**config.mk**
```make
export PLATFORM = sky130hd
export DESIGN_NAME = residual_reconstruct_ssd_core_flat
export DESIGN_NICKNAME = d
export VERILOG_FILES = /design/src/rrs_pkg.sv /design/src/rrs_in_if.sv /design/src/rrs_out_if.sv /design/src/rrs_recon.sv /design/src/rrs_accum.sv /design/src/residual_reconstruct_ssd_core.sv /design/src/flat_wrapper.sv
export SDC_FILE = /design/constraint.sdc
export NUM_CORES = 1
export LEC_CHECK = 0
export ABC_AREA = 1
export BUFFER_PORTS_ARGS = -buffer_cell sky130_fd_sc_hd__buf_2
export CAP_MARGIN = 15
export CELL_PAD_IN_SITES_DETAIL_PLACEMENT = 1
export CELL_PAD_IN_SITES_GLOBAL_PLACEMENT = 1
export CORE_MARGIN = 5
export CORE_UTILIZATION = 34
export CTS_BUF_LIST = sky130_fd_sc_hd__clkbuf_4 sky130_fd_sc_hd__clkbuf_8 sky130_fd_sc_hd__clkbuf_16
export CTS_CLUSTER_DIAMETER = 30
export DETAILED_ROUTE_END_ITERATION = 10
export PLACE_DENSITY = 0.73
export SLEW_MARGIN = 20
export SYNTH_ARGS = -nofsm -noshare
export SYNTH_HDL_FRONTEND = slang
export SYNTH_SLANG_ARGS = --single-unit
export TNS_END_PERCENT = 20
```
**constraint.sdc**
```tcl
create_clock -name clk -period 23.9 [get_ports clk]
set_clock_uncertainty 0.05 [all_clocks]
set_input_delay 2.39 -clock clk [delete_from_list [all_inputs] [get_ports clk]]
set_output_delay 2.39 -clock clk [all_outputs]
set_load 0.02 [all_outputs]
```
**src/rrs_pkg.sv**
```systemverilog
// ----------------------------------------------------------------------------
// rrs_pkg: shared types and constants for residual reconstruction with SSD
// Widths, register indexes, the last-row-per-block table and the per-pixel
// arithmetic helpers used by the pipeline stages.
// ----------------------------------------------------------------------------
package rrs_pkg;

	localparam int MaxRows        = 32;
	localparam int ColumnsPerHalf = 16;
	localparam int RowW           = 5;
	localparam int ColW           = 4;
	localparam int SumW           = 25;
	localparam int TotalW         = SumW + 1;
	localparam int SqW            = 16;

	// Configuration register indexes.
	localparam logic [1:0] REG_COLOR = 2'd0;
	localparam logic [1:0] REG_DEPTH = 2'd1;
	localparam logic [1:0] REG_SIZE  = 2'd2;

	// Configuration codes.
	localparam logic [1:0] COLOR_LUMA  = 2'd0;
	localparam logic [1:0] COLOR_SHORT = 2'd3;
	localparam logic [2:0] DEPTH_TSKIP = 3'd3;

	// Last row index of a block: first index is the short-table select.
	localparam logic [RowW-1:0] ROW_TABLE [2][4] = '{
		'{5'd31, 5'd7, 5'd1, 5'd0},
		'{5'd15, 5'd3, 5'd0, 5'd0}
	};

	localparam logic [RowW-1:0] LAST_ROW_MAX = RowW'(MaxRows - 1);
	localparam logic [ColW-1:0] LAST_COL     = ColW'(ColumnsPerHalf - 1);

	typedef struct packed {
		logic [7:0]     rec_lo;
		logic [7:0]     rec_hi;
		logic [SqW-1:0] sq_lo;
		logic [SqW-1:0] sq_hi;
	} pix_t;

	function automatic logic [7:0] recon(input logic signed [15:0] resid,
			input logic [7:0] pred);
		logic signed [16:0] s;
		s = $signed({resid[15], resid}) + $signed({9'b0, pred});
		priority if (s < 0) begin
			recon = 8'd0;
		end else if (s > 17'sd255) begin
			recon = 8'd255;
		end else begin
			recon = s[7:0];
		end
	endfunction

	function automatic logic [SqW-1:0] square_diff(input logic [7:0] a,
			input logic [7:0] b);
		logic [7:0] d;
		d = (a >= b) ? (a - b) : (b - a);
		square_diff = d * d;
	endfunction

	function automatic logic [RowW-1:0] last_row(input logic short_tab,
			input logic [1:0] size);
		logic [RowW-1:0] r;
		r = ROW_TABLE[short_tab][size];
		last_row = (r > LAST_ROW_MAX) ? LAST_ROW_MAX : r;
	endfunction

endpackage

```
**src/rrs_in_if.sv**
```systemverilog
// ----------------------------------------------------------------------------
// rrs_in_if: input channel
// Valid/ready channel carrying residual, prediction and reference per half.
// ----------------------------------------------------------------------------
interface rrs_in_if;
	logic               valid;
	logic               ready;
	logic signed [15:0] resid_lo;
	logic signed [15:0] resid_hi;
	logic [7:0]         pred_lo;
	logic [7:0]         pred_hi;
	logic [7:0]         ref_lo;
	logic [7:0]         ref_hi;

	modport source (output valid, resid_lo, resid_hi, pred_lo, pred_hi, ref_lo,
		ref_hi, input ready);
	modport sink (input valid, resid_lo, resid_hi, pred_lo, pred_hi, ref_lo,
		ref_hi, output ready);
endinterface

```
**src/rrs_out_if.sv**
```systemverilog
// ----------------------------------------------------------------------------
// rrs_out_if: result channel
// Valid/ready channel carrying reconstructed pixels and running sums.
// ----------------------------------------------------------------------------
interface rrs_out_if;
	logic        valid;
	logic        ready;
	logic [7:0]  rec_lo;
	logic [7:0]  rec_hi;
	logic [24:0] ssd_lo;
	logic [24:0] ssd_hi;
	logic [25:0] ssd_total;
	logic        block_done;

	modport source (output valid, rec_lo, rec_hi, ssd_lo, ssd_hi, ssd_total,
		block_done, input ready);
	modport sink (input valid, rec_lo, rec_hi, ssd_lo, ssd_hi, ssd_total,
		block_done, output ready);
endinterface

```
**src/rrs_recon.sv**
```systemverilog
// ----------------------------------------------------------------------------
// rrs_recon: input register and pixel reconstruction stage
// Registers each input beat, then forms clipped pixels and squared errors.
// ----------------------------------------------------------------------------
module rrs_recon (
	input  logic         clk,
	input  logic         arst_n,
	input  logic         ts_mode,
	rrs_in_if.sink       in,
	output logic         s2_valid,
	input  logic         s2_ready,
	output rrs_pkg::pix_t s2_data
);
	import rrs_pkg::*;

	logic               valid_s1;
	logic               ready_s1;
	logic signed [15:0] resid_lo_s1;
	logic signed [15:0] resid_hi_s1;
	logic [7:0]         pred_lo_s1;
	logic [7:0]         pred_hi_s1;
	logic [7:0]         ref_lo_s1;
	logic [7:0]         ref_hi_s1;
	logic               valid_s2;
	pix_t               pix_s2;
	pix_t               pix_d;
	logic [7:0]         pred_up;
	logic [7:0]         ref_up;

	assign ready_s1 = !valid_s1 || s2_ready || !valid_s2;
	assign in.ready = !valid_s1 || (s2_ready || !valid_s2);

	always_ff @(posedge clk or negedge arst_n) begin
		if (!arst_n) begin
			valid_s1 <= 1'b0;
		end else if (ready_s1) begin
			valid_s1 <= in.valid;
		end
	end

	always_ff @(posedge clk) begin
		if (in.valid && in.ready) begin
			resid_lo_s1 <= in.resid_lo;
			resid_hi_s1 <= in.resid_hi;
			pred_lo_s1  <= in.pred_lo;
			pred_hi_s1  <= in.pred_hi;
			ref_lo_s1   <= in.ref_lo;
			ref_hi_s1   <= in.ref_hi;
		end
	end

	// In transform-skip mode the upper half takes the lower half's pixels.
	always_comb begin
		pred_up       = ts_mode ? pred_lo_s1 : pred_hi_s1;
		ref_up        = ts_mode ? ref_lo_s1 : ref_hi_s1;
		pix_d.rec_lo  = recon(resid_lo_s1, pred_lo_s1);
		pix_d.rec_hi  = recon(resid_hi_s1, pred_up);
		pix_d.sq_lo   = square_diff(ref_lo_s1, pix_d.rec_lo);
		pix_d.sq_hi   = square_diff(ref_up, pix_d.rec_hi);
	end

	always_ff @(posedge clk or negedge arst_n) begin
		if (!arst_n) begin
			valid_s2 <= 1'b0;
		end else if (s2_ready || !valid_s2) begin
			valid_s2 <= valid_s1;
		end
	end

	always_ff @(posedge clk) begin
		if (valid_s1 && (s2_ready || !valid_s2)) begin
			pix_s2 <= pix_d;
		end
	end

	assign s2_valid = valid_s2;
	assign s2_data  = pix_s2;

endmodule

```
**src/rrs_accum.sv**
```systemverilog
// ----------------------------------------------------------------------------
// rrs_accum: block position counters, SSD accumulators and result register
// Adds each squared error into the running sums and marks the block end.
// ----------------------------------------------------------------------------
module rrs_accum (
	input  logic          clk,
	input  logic          arst_n,
	input  logic          short_tab,
	input  logic [1:0]    size_index,
	input  logic          s2_valid,
	output logic          s2_ready,
	input  rrs_pkg::pix_t s2_data,
	rrs_out_if.source     out
);
	import rrs_pkg::*;

	logic [RowW-1:0] row_q;
	logic [ColW-1:0] col_q;
	logic [SumW-1:0] sum_lo_q;
	logic [SumW-1:0] sum_hi_q;
	logic            out_valid_q;
	logic [7:0]      rec_lo_q;
	logic [7:0]      rec_hi_q;
	logic [SumW-1:0] ssd_lo_q;
	logic [SumW-1:0] ssd_hi_q;
	logic            done_q;
	logic            take;
	logic            row_end;
	logic            block_end;
	logic [SumW-1:0] new_lo;
	logic [SumW-1:0] new_hi;

	assign s2_ready  = !out_valid_q || out.ready;
	assign take      = s2_valid && s2_ready;
	assign row_end   = col_q >= LAST_COL;
	assign block_end = row_end && (row_q >= last_row(short_tab, size_index));
	assign new_lo    = sum_lo_q + SumW'(s2_data.sq_lo);
	assign new_hi    = sum_hi_q + SumW'(s2_data.sq_hi);

	always_ff @(posedge clk or negedge arst_n) begin
		if (!arst_n) begin
			row_q       <= '0;
			col_q       <= '0;
			sum_lo_q    <= '0;
			sum_hi_q    <= '0;
			out_valid_q <= 1'b0;
		end else begin
			if (s2_ready) begin
				out_valid_q <= s2_valid;
			end
			if (take) begin
				if (block_end) begin
					row_q    <= '0;
					col_q    <= '0;
					sum_lo_q <= '0;
					sum_hi_q <= '0;
				end else begin
					sum_lo_q <= new_lo;
					sum_hi_q <= new_hi;
					if (row_end) begin
						col_q <= '0;
						row_q <= row_q + 1'b1;
					end else begin
						col_q <= col_q + 1'b1;
					end
				end
			end
		end
	end

	always_ff @(posedge clk) begin
		if (take) begin
			rec_lo_q <= s2_data.rec_lo;
			rec_hi_q <= s2_data.rec_hi;
			ssd_lo_q <= new_lo;
			ssd_hi_q <= new_hi;
			done_q   <= block_end;
		end
	end

	assign out.valid      = out_valid_q;
	assign out.rec_lo     = rec_lo_q;
	assign out.rec_hi     = rec_hi_q;
	assign out.ssd_lo     = ssd_lo_q;
	assign out.ssd_hi     = ssd_hi_q;
	assign out.ssd_total  = {1'b0, ssd_lo_q} + {1'b0, ssd_hi_q};
	assign out.block_done = done_q;

endmodule

```
**src/residual_reconstruct_ssd_core.sv**
```systemverilog
// ----------------------------------------------------------------------------
// residual_reconstruct_ssd_core: residual reconstruction with SSD
// Top level: configuration registers, reconstruction stage and accumulator.
// ----------------------------------------------------------------------------
// Each input beat carries one column of a block row for a lower and an upper
// half: a signed residual, a prediction pixel and a reference pixel per half.
// The block returns one result beat per input beat with both reconstructed
// pixels (residual plus prediction, clipped to 0..255), the running sums of
// squared reconstruction error for each half over the current block, their
// total, and a block_done flag on the last beat of the block. A row is 16
// beats; the number of rows comes from a table chosen by the colour component
// and the size index, and the sums and counters restart after block_done.
// The block sustains one beat per clock cycle while results are taken: its
// feedback loops are the add of a squared error into each running sum and
// the row and column counters. An accepted beat passes through the input
// register, the pixel stage register and the result register in that order,
// and its result is offered from the result register. A waiting result
// holds the result register; the two stages behind it go on taking beats
// until both are full, so at most three beats are held inside and the input
// is then stalled until the result is taken.
// Configuration registers must be written only while no beats are in flight.
module residual_reconstruct_ssd_core (
	input  logic       clk,
	input  logic       arst_n,
	input  logic       cfg_we,
	input  logic [1:0] cfg_index,
	input  logic [2:0] cfg_data,
	rrs_in_if.sink     in,
	rrs_out_if.source  out
);
	import rrs_pkg::*;

	logic [1:0] color_q;
	logic [2:0] depth_q;
	logic [1:0] size_q;
	logic       ts_mode;
	logic       short_tab;
	logic       s2_valid;
	logic       s2_ready;
	pix_t       s2_data;

	// Configuration writes; an index beyond the register list is ignored.
	always_ff @(posedge clk or negedge arst_n) begin
		if (!arst_n) begin
			color_q <= COLOR_LUMA;
			depth_q <= '0;
			size_q  <= '0;
		end else if (cfg_we) begin
			unique case (cfg_index)
				REG_COLOR: color_q <= cfg_data[1:0];
				REG_DEPTH: depth_q <= cfg_data;
				REG_SIZE:  size_q  <= cfg_data[1:0];
				default: ;
			endcase
		end
	end

	// Transform skip applies to luma blocks at the matching depth only.
	assign ts_mode   = (color_q == COLOR_LUMA) && (depth_q == DEPTH_TSKIP);
	assign short_tab = (color_q == COLOR_SHORT);

	rrs_recon u_recon (
		.clk      (clk),
		.arst_n   (arst_n),
		.ts_mode  (ts_mode),
		.in       (in),
		.s2_valid (s2_valid),
		.s2_ready (s2_ready),
		.s2_data  (s2_data)
	);

	rrs_accum u_accum (
		.clk        (clk),
		.arst_n     (arst_n),
		.short_tab  (short_tab),
		.size_index (size_q),
		.s2_valid   (s2_valid),
		.s2_ready   (s2_ready),
		.s2_data    (s2_data),
		.out        (out)
	);

endmodule

```
**src/flat_wrapper.sv**
```systemverilog
// flat-port wrapper written by rule: the top's interface ports become plain ports
module residual_reconstruct_ssd_core_flat import rrs_pkg::*;
  (clk, arst_n, cfg_we, cfg_index, cfg_data, in_valid, in_resid_lo, in_resid_hi, in_pred_lo, in_pred_hi, in_ref_lo, in_ref_hi, in_ready, out_valid, out_rec_lo, out_rec_hi, out_ssd_lo, out_ssd_hi, out_ssd_total, out_block_done, out_ready);
  rrs_in_if in_i ();
  rrs_out_if out_i ();
  input  logic clk;
  input  logic arst_n;
  input  logic cfg_we;
  input  logic [1:0] cfg_index;
  input  logic [2:0] cfg_data;
  input wire logic [$bits(in_i.valid)-1:0] in_valid;
  input wire logic [$bits(in_i.resid_lo)-1:0] in_resid_lo;
  input wire logic [$bits(in_i.resid_hi)-1:0] in_resid_hi;
  input wire logic [$bits(in_i.pred_lo)-1:0] in_pred_lo;
  input wire logic [$bits(in_i.pred_hi)-1:0] in_pred_hi;
  input wire logic [$bits(in_i.ref_lo)-1:0] in_ref_lo;
  input wire logic [$bits(in_i.ref_hi)-1:0] in_ref_hi;
  output wire logic [$bits(in_i.ready)-1:0] in_ready;
  output wire logic [$bits(out_i.valid)-1:0] out_valid;
  output wire logic [$bits(out_i.rec_lo)-1:0] out_rec_lo;
  output wire logic [$bits(out_i.rec_hi)-1:0] out_rec_hi;
  output wire logic [$bits(out_i.ssd_lo)-1:0] out_ssd_lo;
  output wire logic [$bits(out_i.ssd_hi)-1:0] out_ssd_hi;
  output wire logic [$bits(out_i.ssd_total)-1:0] out_ssd_total;
  output wire logic [$bits(out_i.block_done)-1:0] out_block_done;
  input wire logic [$bits(out_i.ready)-1:0] out_ready;
  assign in_i.valid = in_valid;
  assign in_i.resid_lo = in_resid_lo;
  assign in_i.resid_hi = in_resid_hi;
  assign in_i.pred_lo = in_pred_lo;
  assign in_i.pred_hi = in_pred_hi;
  assign in_i.ref_lo = in_ref_lo;
  assign in_i.ref_hi = in_ref_hi;
  assign in_ready = in_i.ready;
  assign out_valid = out_i.valid;
  assign out_rec_lo = out_i.rec_lo;
  assign out_rec_hi = out_i.rec_hi;
  assign out_ssd_lo = out_i.ssd_lo;
  assign out_ssd_hi = out_i.ssd_hi;
  assign out_ssd_total = out_i.ssd_total;
  assign out_block_done = out_i.block_done;
  assign out_i.ready = out_ready;
  residual_reconstruct_ssd_core u_core (.clk(clk), .arst_n(arst_n), .cfg_we(cfg_we), .cfg_index(cfg_index), .cfg_data(cfg_data), .in(in_i), .out(out_i));
endmodule
```
==> results.cfg, run 1 <==
[synth]
synth_top_family_by_area = simple AND/OR/NAND/NOR gates
synth-xor-area-share_pct = 5.37
ys_types = 56
synth_simple_gate_area_share_pct = 22.0
ys_ff_latch = 246
yosysWarnings = 0
async_reset_ff_share_pct = 28.0
seq_area_frac_synth_pct = 38.2
synth_compound_gate_area_share_pct = 8.00
synth_fa_ha_area_share_pct = 18.0
netlist_area_um2 = 18400
synth_top_flop_cell = edfxtp_1
syn_inst = 2157
synth_edf_count = 177
avgSynthCellArea_um2 = 8.54
synth.area.mux_share_pct = 0.489
syn_nets = 2461

[critical_path]
start_kind = flop
crit_type = flop to flop
cp_top_family = adder cells
end_kind = flop
cp.required_ns = 24.19
crit_fanout = 24
reg2reg_slack_ns = 15.32
worstPathArrival_ns = 8.87
cpPeakStageDelay_ns = 0.56
crit_top_cell = nand2_1
cp_num_buf_inv = 5
slowest_stage = fa_1

[floorplanning]
die_area_um2 = 58900
die_h_um = 243
fp.coreArea_um2 = 53700
start_util_pct = 34.3
die_x_um = 243
pin_count = 169
row_count = 85

[clock_network]
holdBufCountCts = 0
clk_latency_ns = 0.60
htreeDepth = 2
cts_resized = 0
path_clk_slew_ns = 0.05
cts-root-buf = clkbuf_16
post-cts-setup-buffers = 0
cts_buffers = 60
cts_tree = built
clkSinkCount = 246
clk_path_buf_depth = 3

[routing]
via_per_inst = 4.91
routed_wl_um = 54100
ant_nets = 0
vias = 15295
drc = 0
routedWlPerCell_um = 17.3
firstDrtPassIters = 5
dr.first_iter.drc_count = 583

[flow_run]
max-cap-violations = 0

[global_routing]
grt_pass1_wl_um = 88200
antenna_found_initial = 1
gr-usage-all-layers_pct = 18.2
grt_overflow = 0
grt_pass1_vias = 16983
grt_max_degree = 70

[finish]
multi_input_area_um2 = 9900
num_antenna_cells = 0
drive_gt1_share_pct = 14.7
fin_nets = 2674
fillers = 6345
area_growth_pct = 20.3
seq_area_um2 = 7040

[place]
port_buffers = 168
gp_congestion = 0.948
dp_hpwl_um = 43100

[sta]
min_period_over_period_pct = 35.9
period_needed_ns = 8.58
setup_viol = 0
grt_setup_unrepaired = no
finalSetupTns_ns = 0
slew_viol_final = 0
fmax_mhz = 117
worst_pin_slew_ns = 0.941
hold_viol = 0
slew_headroom_pct = 37.3

[min_path]
min_path_type = flop to flop

[outcome]
status = complete, no violations
-- stage by stage --
| stage | hold slack [ns] | worst slack [ns] | std cells | area (µm²) | util (%) |
|---|---|---|---|---|---|
| floorplan | 0.350 | 16.30 | 2157 | 18400 | - |
| global placement | 0.353 | 15.62 | 3003 | 20000 | 37.3 |
| detailed placement | 0.357 | 15.29 | 3003 | 20000 | 37.3 |
| CTS | 0.364 | 15.27 | 3117 | 22100 | 41.2 |
| global route | 0.365 | 14.60 | 3118 | 22100 | 41.2 |
| finish | 0.364 | 15.32 | 3118 | 22100 | 41.2 |
-- routing by layer --
metal  up-vias  track usage [%]  share of wire (%)
li1       7512                -                  -
met1      7376             22.2                 43
met2       308             32.0                 49
met3        99             4.10                5.8
met4         0             5.69                3.0
met5         -                0                  0
-- Yosys cell counts (12+ instances only) --
master    number  share of area (%)
nand2_1      525                 11
inv_1        339                6.9
edfxtp_1     177                 29
ha_1         173                 12
nor2_1       141                2.9
nand3_1      139                3.8
a21oi_1      111                3.0
o21ai_0       85                2.3
xor2_1        74                3.5
dfrtp_1       69                9.4
fa_1          57                6.2
xnor2_1       39                1.9
nand4_1       28               0.95
nor3_1        18               0.49
nand2_2       14               0.48
and2_1        12               0.41
-- cell families after synthesis --
kind of cell    count (synthesis)
compound gates                261
xor+xnor                      113
fa+ha+maj                     230
buf+inv                       372
flops                         246
mux                             8
simple gates                  927
-- state kept, by name (all words and copies together) (netlist names), 16 cells and up --
register	flops
u_core.u_recon.s2_data	46
u_core.u_recon.resid_lo_s1	16
u_core.u_recon.resid_hi_s1	16
u_core.u_accum.out.ssd_hi	25
u_core.u_accum.sum_hi_q	25
u_core.u_accum.out.ssd_lo	25
u_core.u_accum.sum_lo_q	25
-- final timing paths --
check | end | cells after the start | from
max | u_core.u_recon.s2_data[14] | 43 | u_core.color_q[0]
min | u_core.u_accum.out.rec_lo[1] | 0 | u_core.u_recon.s2_data[41]
max reg2reg | u_core.u_recon.s2_data[14] | 43 | u_core.color_q[0]
min reg2reg | u_core.u_accum.out.rec_lo[1] | 0 | u_core.u_recon.s2_data[41]
max in group asynchronous | u_core.u_accum.sum_lo_q[12] | 3 | arst_n
min in group asynchronous | u_core.u_accum.sum_hi_q[19] | 2 | arst_n
-- area by class of cell --
cell class / instances / area share (%)
Clock buffer: 67 / 7.15
Clock inverter: 47 / 2.35
Inverter: 348 / 5.92
Multi-Input combinational cell: 1539 / 44.7
Sequential cell: 246 / 31.8
Tap cell: 696 / 3.93
Timing Repair Buffer: 175 / 4.12
-- placed cells by master (no fill, tap or decap), types with 5 or more instances in the layout --
cell type     n
nand2_1     525
inv_1       337
edfxtp_1    177
ha_1        173
buf_2       168
nor2_1      140
nand3_1     139
a21oi_1     111
o21ai_0      85
xor2_1       74
dfrtp_1      69
clkbuf_16    61
fa_1         57
xnor2_1      39
nand4_1      28
nor3_1       18
nand2_2      14
and2_1       12
o21ai_1      11
clkinvlp_4   11
nand3b_1      9
o21bai_1      9
inv_2         9
a22o_1        9
bufinv_16     9
clkinv_2      9
nor2_2        8
mux2_2        8
clkinv_4      8
nor2_4        7
clkinv_1      7
o21ai_2       6
nor4_1        6
buf_4         6
a21o_1        5
Power of run 1 is left out: the tool's default activity adds up to more than one toggle a clock period on the data nets, which glitch-free logic cannot reach.
==> run 2, diff against run 1 <==
- clock period: 23.9 -> 8.5 ns (I/O delays scaled with it)
==> run 2 against run 1 <==
  * Register-to-register slack got worse by 15 ns
  * First-iteration DRC count increased by 3.4%
  * Cell count increased by 0.58%
  * Routed wire length increased by 3.9%
  * Die area unchanged
  * Design area increased by 2.1%
  * Critical path depth increased by 3
  * Via count increased by 1.5%
  * Sequential share of layout area decreased by 0.65 points
  * Core utilization increased by 0.86 points
  * Count of clock-buffer cells in the layout decreased by 3
  * Non-clock buffer count increased by 17
  * Critical endpoint unchanged
==> results.cfg, run 2 (synthesis gave the netlist of run 1 again) <==
[clock_network]
cts-root-buf = clkbuf_16
cts_buffers = 61
path_clk_slew_ns = 0.05
cts_tree = built
htreeDepth = 2
clkSinkCount = 246
clk_latency_ns = 0.62
holdBufCountCts = 0
clk_path_buf_depth = 3

[floorplanning]
start_util_pct = 34.3
die_h_um = 243
die_area_um2 = 58900
pin_count = 169
fp.coreArea_um2 = 53700
die_x_um = 243
row_count = 85

[critical_path]
crit_top_cell = nand2_1
slowest_stage = fa_1
crit_type = flop to flop
worstPathArrival_ns = 8.37
start_kind = flop
cp_top_family = adder cells
cp.required_ns = 8.82
cpPeakStageDelay_ns = 0.56
cp_num_buf_inv = 7
end_kind = flop
crit_fanout = 6

[finish]
final_common_cell = nand2_1
fin_nets = 2692
drive_gt1_share_pct = 16.8
fillers = 6364
largest_reg_flops = 46
final_cell_mix = nand2_1 (518), inv_1 (337), edfxtp_1 (177)
area_growth_pct = 22.8
num_antenna_cells = 0

[sta]
slew_viol_final = 0
fmax_mhz = 124
worst_pin_slew_ns = 0.950
period_needed_ns = 8.05
slew_headroom_pct = 36.6
setup_viol = 0
hold_viol = 0
finalSetupTns_ns = 0
min_period_over_period_pct = 94.7

[routing]
routedWlPerCell_um = 17.9
via_per_inst = 4.95
routed_wl_um = 56200
vias = 15528
firstDrtPassIters = 7
drc = 0
dr.first_iter.drc_count = 603
ant_nets = 0

[global_routing]
grt_overflow = 0
gr-usage-all-layers_pct = 18.8
grt_max_degree = 70
antenna_found_initial = 1
grt_pass1_wl_um = 90700
grt_pass1_vias = 17250

[place]
port_buffers = 168
dp_hpwl_um = 43600
gp_congestion = 0.915

[outcome]
status = complete, no violations

[min_path]
min_path_type = primary input to async pin

[flow_run]
max-cap-violations = 0
-- run 2: cell count changes in the layout (fill, tap and decap cells not counted), moves of 6 or more --
cell / before / now
bufinv_16: 9 / 15
buf_4: 6 / 22
nor2_1: 140 / 132
nand2_1: 525 / 518
nand2_2: 14 / 20
-- run 2: worst paths after layout --
kind                                            start                             to  slack, ns  cells after the start
max in group asynchronous                      arst_n    u_core.u_accum.sum_lo_q[13]       7.56                      2
min in group clk                       in_resid_lo[2]  u_core.u_recon.resid_lo_s1[2]       0.36                      1
min reg2reg                u_core.u_recon.s2_data[45]   u_core.u_accum.out.rec_lo[5]       0.37                      0
min                                            arst_n    u_core.u_accum.sum_hi_q[23]       0.33                      2
max                                 u_core.color_q[1]     u_core.u_recon.s2_data[14]       0.45                     46
max reg2reg                         u_core.color_q[1]     u_core.u_recon.s2_data[14]       0.45                     46
-- run 2: what timing repair did --
action / CTS / global route
pin swaps: 1 / 14
setup buffers: 2 / 14
resized for setup: 0 / 41
endpoints found under the setup margin: 5 / 8
gates cloned: 0 / 0
-- run 2: through the flow --
step	setup slack, ns	utilization [%]	hold slack (ns)	area (µm²)	instances
floorplan	0.896	-	0.350	18400	2157
global placement	0.267	37.3	0.353	20000	3005
detailed placement	-0.168	37.3	0.356	20000	3005
CTS	0.0434	41.6	0.319	22400	3122
global route	-0.0585	42.1	0.333	22600	3136
finish	0.449	42.1	0.331	22600	3136
-- run 2: layout make-up --
cell class | instances | area, µm² | share of cell area, %
inverter | 348 | 1320 | 5.82
clock buffer | 64 | 1560 | 6.91
clock inverter | 51 | 759 | 3.36
timing repair buffer | 192 | 1030 | 4.57
sequential | 246 | 7040 | 31.1
multi-input combinational | 1539 | 10000 | 44.3
tap | 696 | 871 | 3.85
-- run 2: per-layer routing --
layer / vias to the layer above / global-route usage [%] / part of all wire (%)
met2: 311 / 34.0 / 50
met1: 7595 / 22.7 / 42
met3: 80 / 4.07 / 5.2
li1: 7542 / - / -
met5: - / 0 / 0
met4: 0 / 4.86 / 2.1
-- run 2: worst reg2reg max path: cells and delay by family (launching register included) --
| kind | cells | cell delay (ns) |
|---|---|---|
| buffers and inverters | 7 | 0.67 |
| and+or+nand+nor | 26 | 2.40 |
| AOI/OAI and AO/OA | 2 | 0.26 |
| DFF | 1 | 0.38 |
| adders and majority gates | 9 | 3.71 |
| xor gates and xnor gates | 1 | 0.07 |
| muxes | 1 | 0.29 |
Power of run 2 is left out for the same reason.
==> run 3, diff against run 2 <==
- GPL_TIMING_DRIVEN: not set -> 0
==> run 3 against run 2 <==
  * Sequential share of layout area decreased by 0.091 points
  * Count of clock-buffer cells in the layout increased by 4
  * Maximum frequency decreased by 1.5%
  * Highest routed layer unchanged
==> results.cfg, run 3 (synthesis gave the netlist of run 1 again) <==
[finish]
final_common_cell = nand2_1
num_antenna_cells = 0
largest_reg_flops = 46
fillers = 6346
drive_gt1_share_pct = 16.9
fin_nets = 2711
final_cell_mix = nand2_1 (518), inv_1 (337), edfxtp_1 (177)
area_growth_pct = 23.1

[global_routing]
gr-usage-all-layers_pct = 18.2
grt_overflow = 0
antenna_found_initial = 0
grt_max_degree = 63
grt_pass1_wl_um = 88200
grt_pass1_vias = 17005

[place]
gp_congestion = 0.908
port_buffers = 168
dp_hpwl_um = 43600
dp_slack_ns = -0.696

[clock_network]
cts-root-buf = clkbuf_16
holdBufCountCts = 0
htreeDepth = 2
cts_tree = built
clkSinkCount = 246
path_clk_slew_ns = 0.05
cts_buffers = 59
clk_latency_ns = 0.62
clk_path_buf_depth = 3

[sta]
worst_pin_slew_ns = 0.721
setup_viol = 0
period_needed_ns = 8.18
slew_viol_final = 0
slew_headroom_pct = 51.9
min_period_over_period_pct = 96.2
hold_viol = 0
setup_ws_ns = 0.325
fmax_mhz = 122
grt_setup_unrepaired = yes

[floorplanning]
start_util_pct = 34.3
die_area_um2 = 58900
row_count = 85
pin_count = 169
die_h_um = 243
fp.coreArea_um2 = 53700
die_x_um = 243

[routing]
vias = 15469
firstDrtPassIters = 5
drc = 0
ant_nets = 0
routedWlPerCell_um = 17.3
via_per_inst = 4.91
dr.first_iter.drc_count = 568
routed_wl_um = 54500

[critical_path]
cp_top_family = adder cells
cpPeakStageDelay_ns = 0.61
slowest_stage = fa_2
crit_top_cell = nand2_1
start_kind = flop
crit_type = flop to flop
end_kind = flop
crit_fanout = 8
reg2reg_from = u_core.color_q[0]
startpoint = u_core.color_q[0]
worstPathArrival_ns = 8.49
cp_num_buf_inv = 7
cp.required_ns = 8.82
reg2reg_slack_ns = 0.32
rr_endpoint = u_core.u_recon.s2_data[14]
reg2reg_depth = 46
cp_num_cells = 46

[flow_run]
max-cap-violations = 0

[min_path]
min_path_type = primary input to async pin

[outcome]
status = complete, no violations
## run 3: repair_timing
item | 4_1_cts | 5_1_grt
setup endpoints to repair | 9 | 7
setup buffers | 4 | 12
gates cloned | 0 | 1
gates resized for setup | 11 | 35
pin swaps | 1 | 11
## run 3: worst reg2reg max path, delay by kind of cell, from the launching register on
family,cells,cell delay (ns)
buffers and inverters,7,0.71
multiplexers,1,0.29
adder cells (fa/ha/maj),9,3.64
flip-flops,1,0.39
AO/OA/AOI/OAI,3,0.44
XOR/XNOR,1,0.13
AND/OR/NAND/NOR,25,2.27
## run 3: cell type report
type	instances	area, µm²	share of cell area (%)
plain buffers	24	169	0.745
clock buffers	68	1570	6.92
clock inverters	43	581	2.56
inverters	348	1320	5.81
multi-input cells	1540	10100	44.4
flip-flops and latches	246	7040	31.1
well taps	696	871	3.84
repair buffers	188	1060	4.69
## run 3: layer usage
layer,global-route usage (%),wire (µm),vias up
met2,32.4,26900,327
met5,0,0,-
met3,3.87,3030,100
met4,6.46,1710,0
li1,-,-,7579
met1,21.7,22900,7463
## run 3: stage by stage
step	setup TNS [ns]	utilization, %	hold WS, ns	instance area [µm²]	instances
2_1_floorplan	0	-	0.350	18400	2157
3_3_place_gp	-2.07	37.5	0.353	20100	3021
3_5_place_dp	-4.14	37.7	0.358	20200	3025
4_1_cts	0	41.8	0.119	22400	3140
5_1_grt	-0.0761	42.2	0.151	22700	3153
6_report	0	42.2	0.135	22700	3153
## run 3: how the worst max path moves through the flow
stage / to / slack, ns
finish: u_core.u_recon.s2_data[14] / 0.32
detailed placement: u_core.u_recon.s2_data[14] / -0.70
global route: u_core.u_recon.s2_data[15] / -0.04
floorplan: u_core.u_recon.s2_data[14] / 0.90
CTS: u_core.u_recon.s2_data[14] / 0.01
global placement: u_core.u_recon.s2_data[14] / -0.48
Power of run 3 is left out for the same reason.
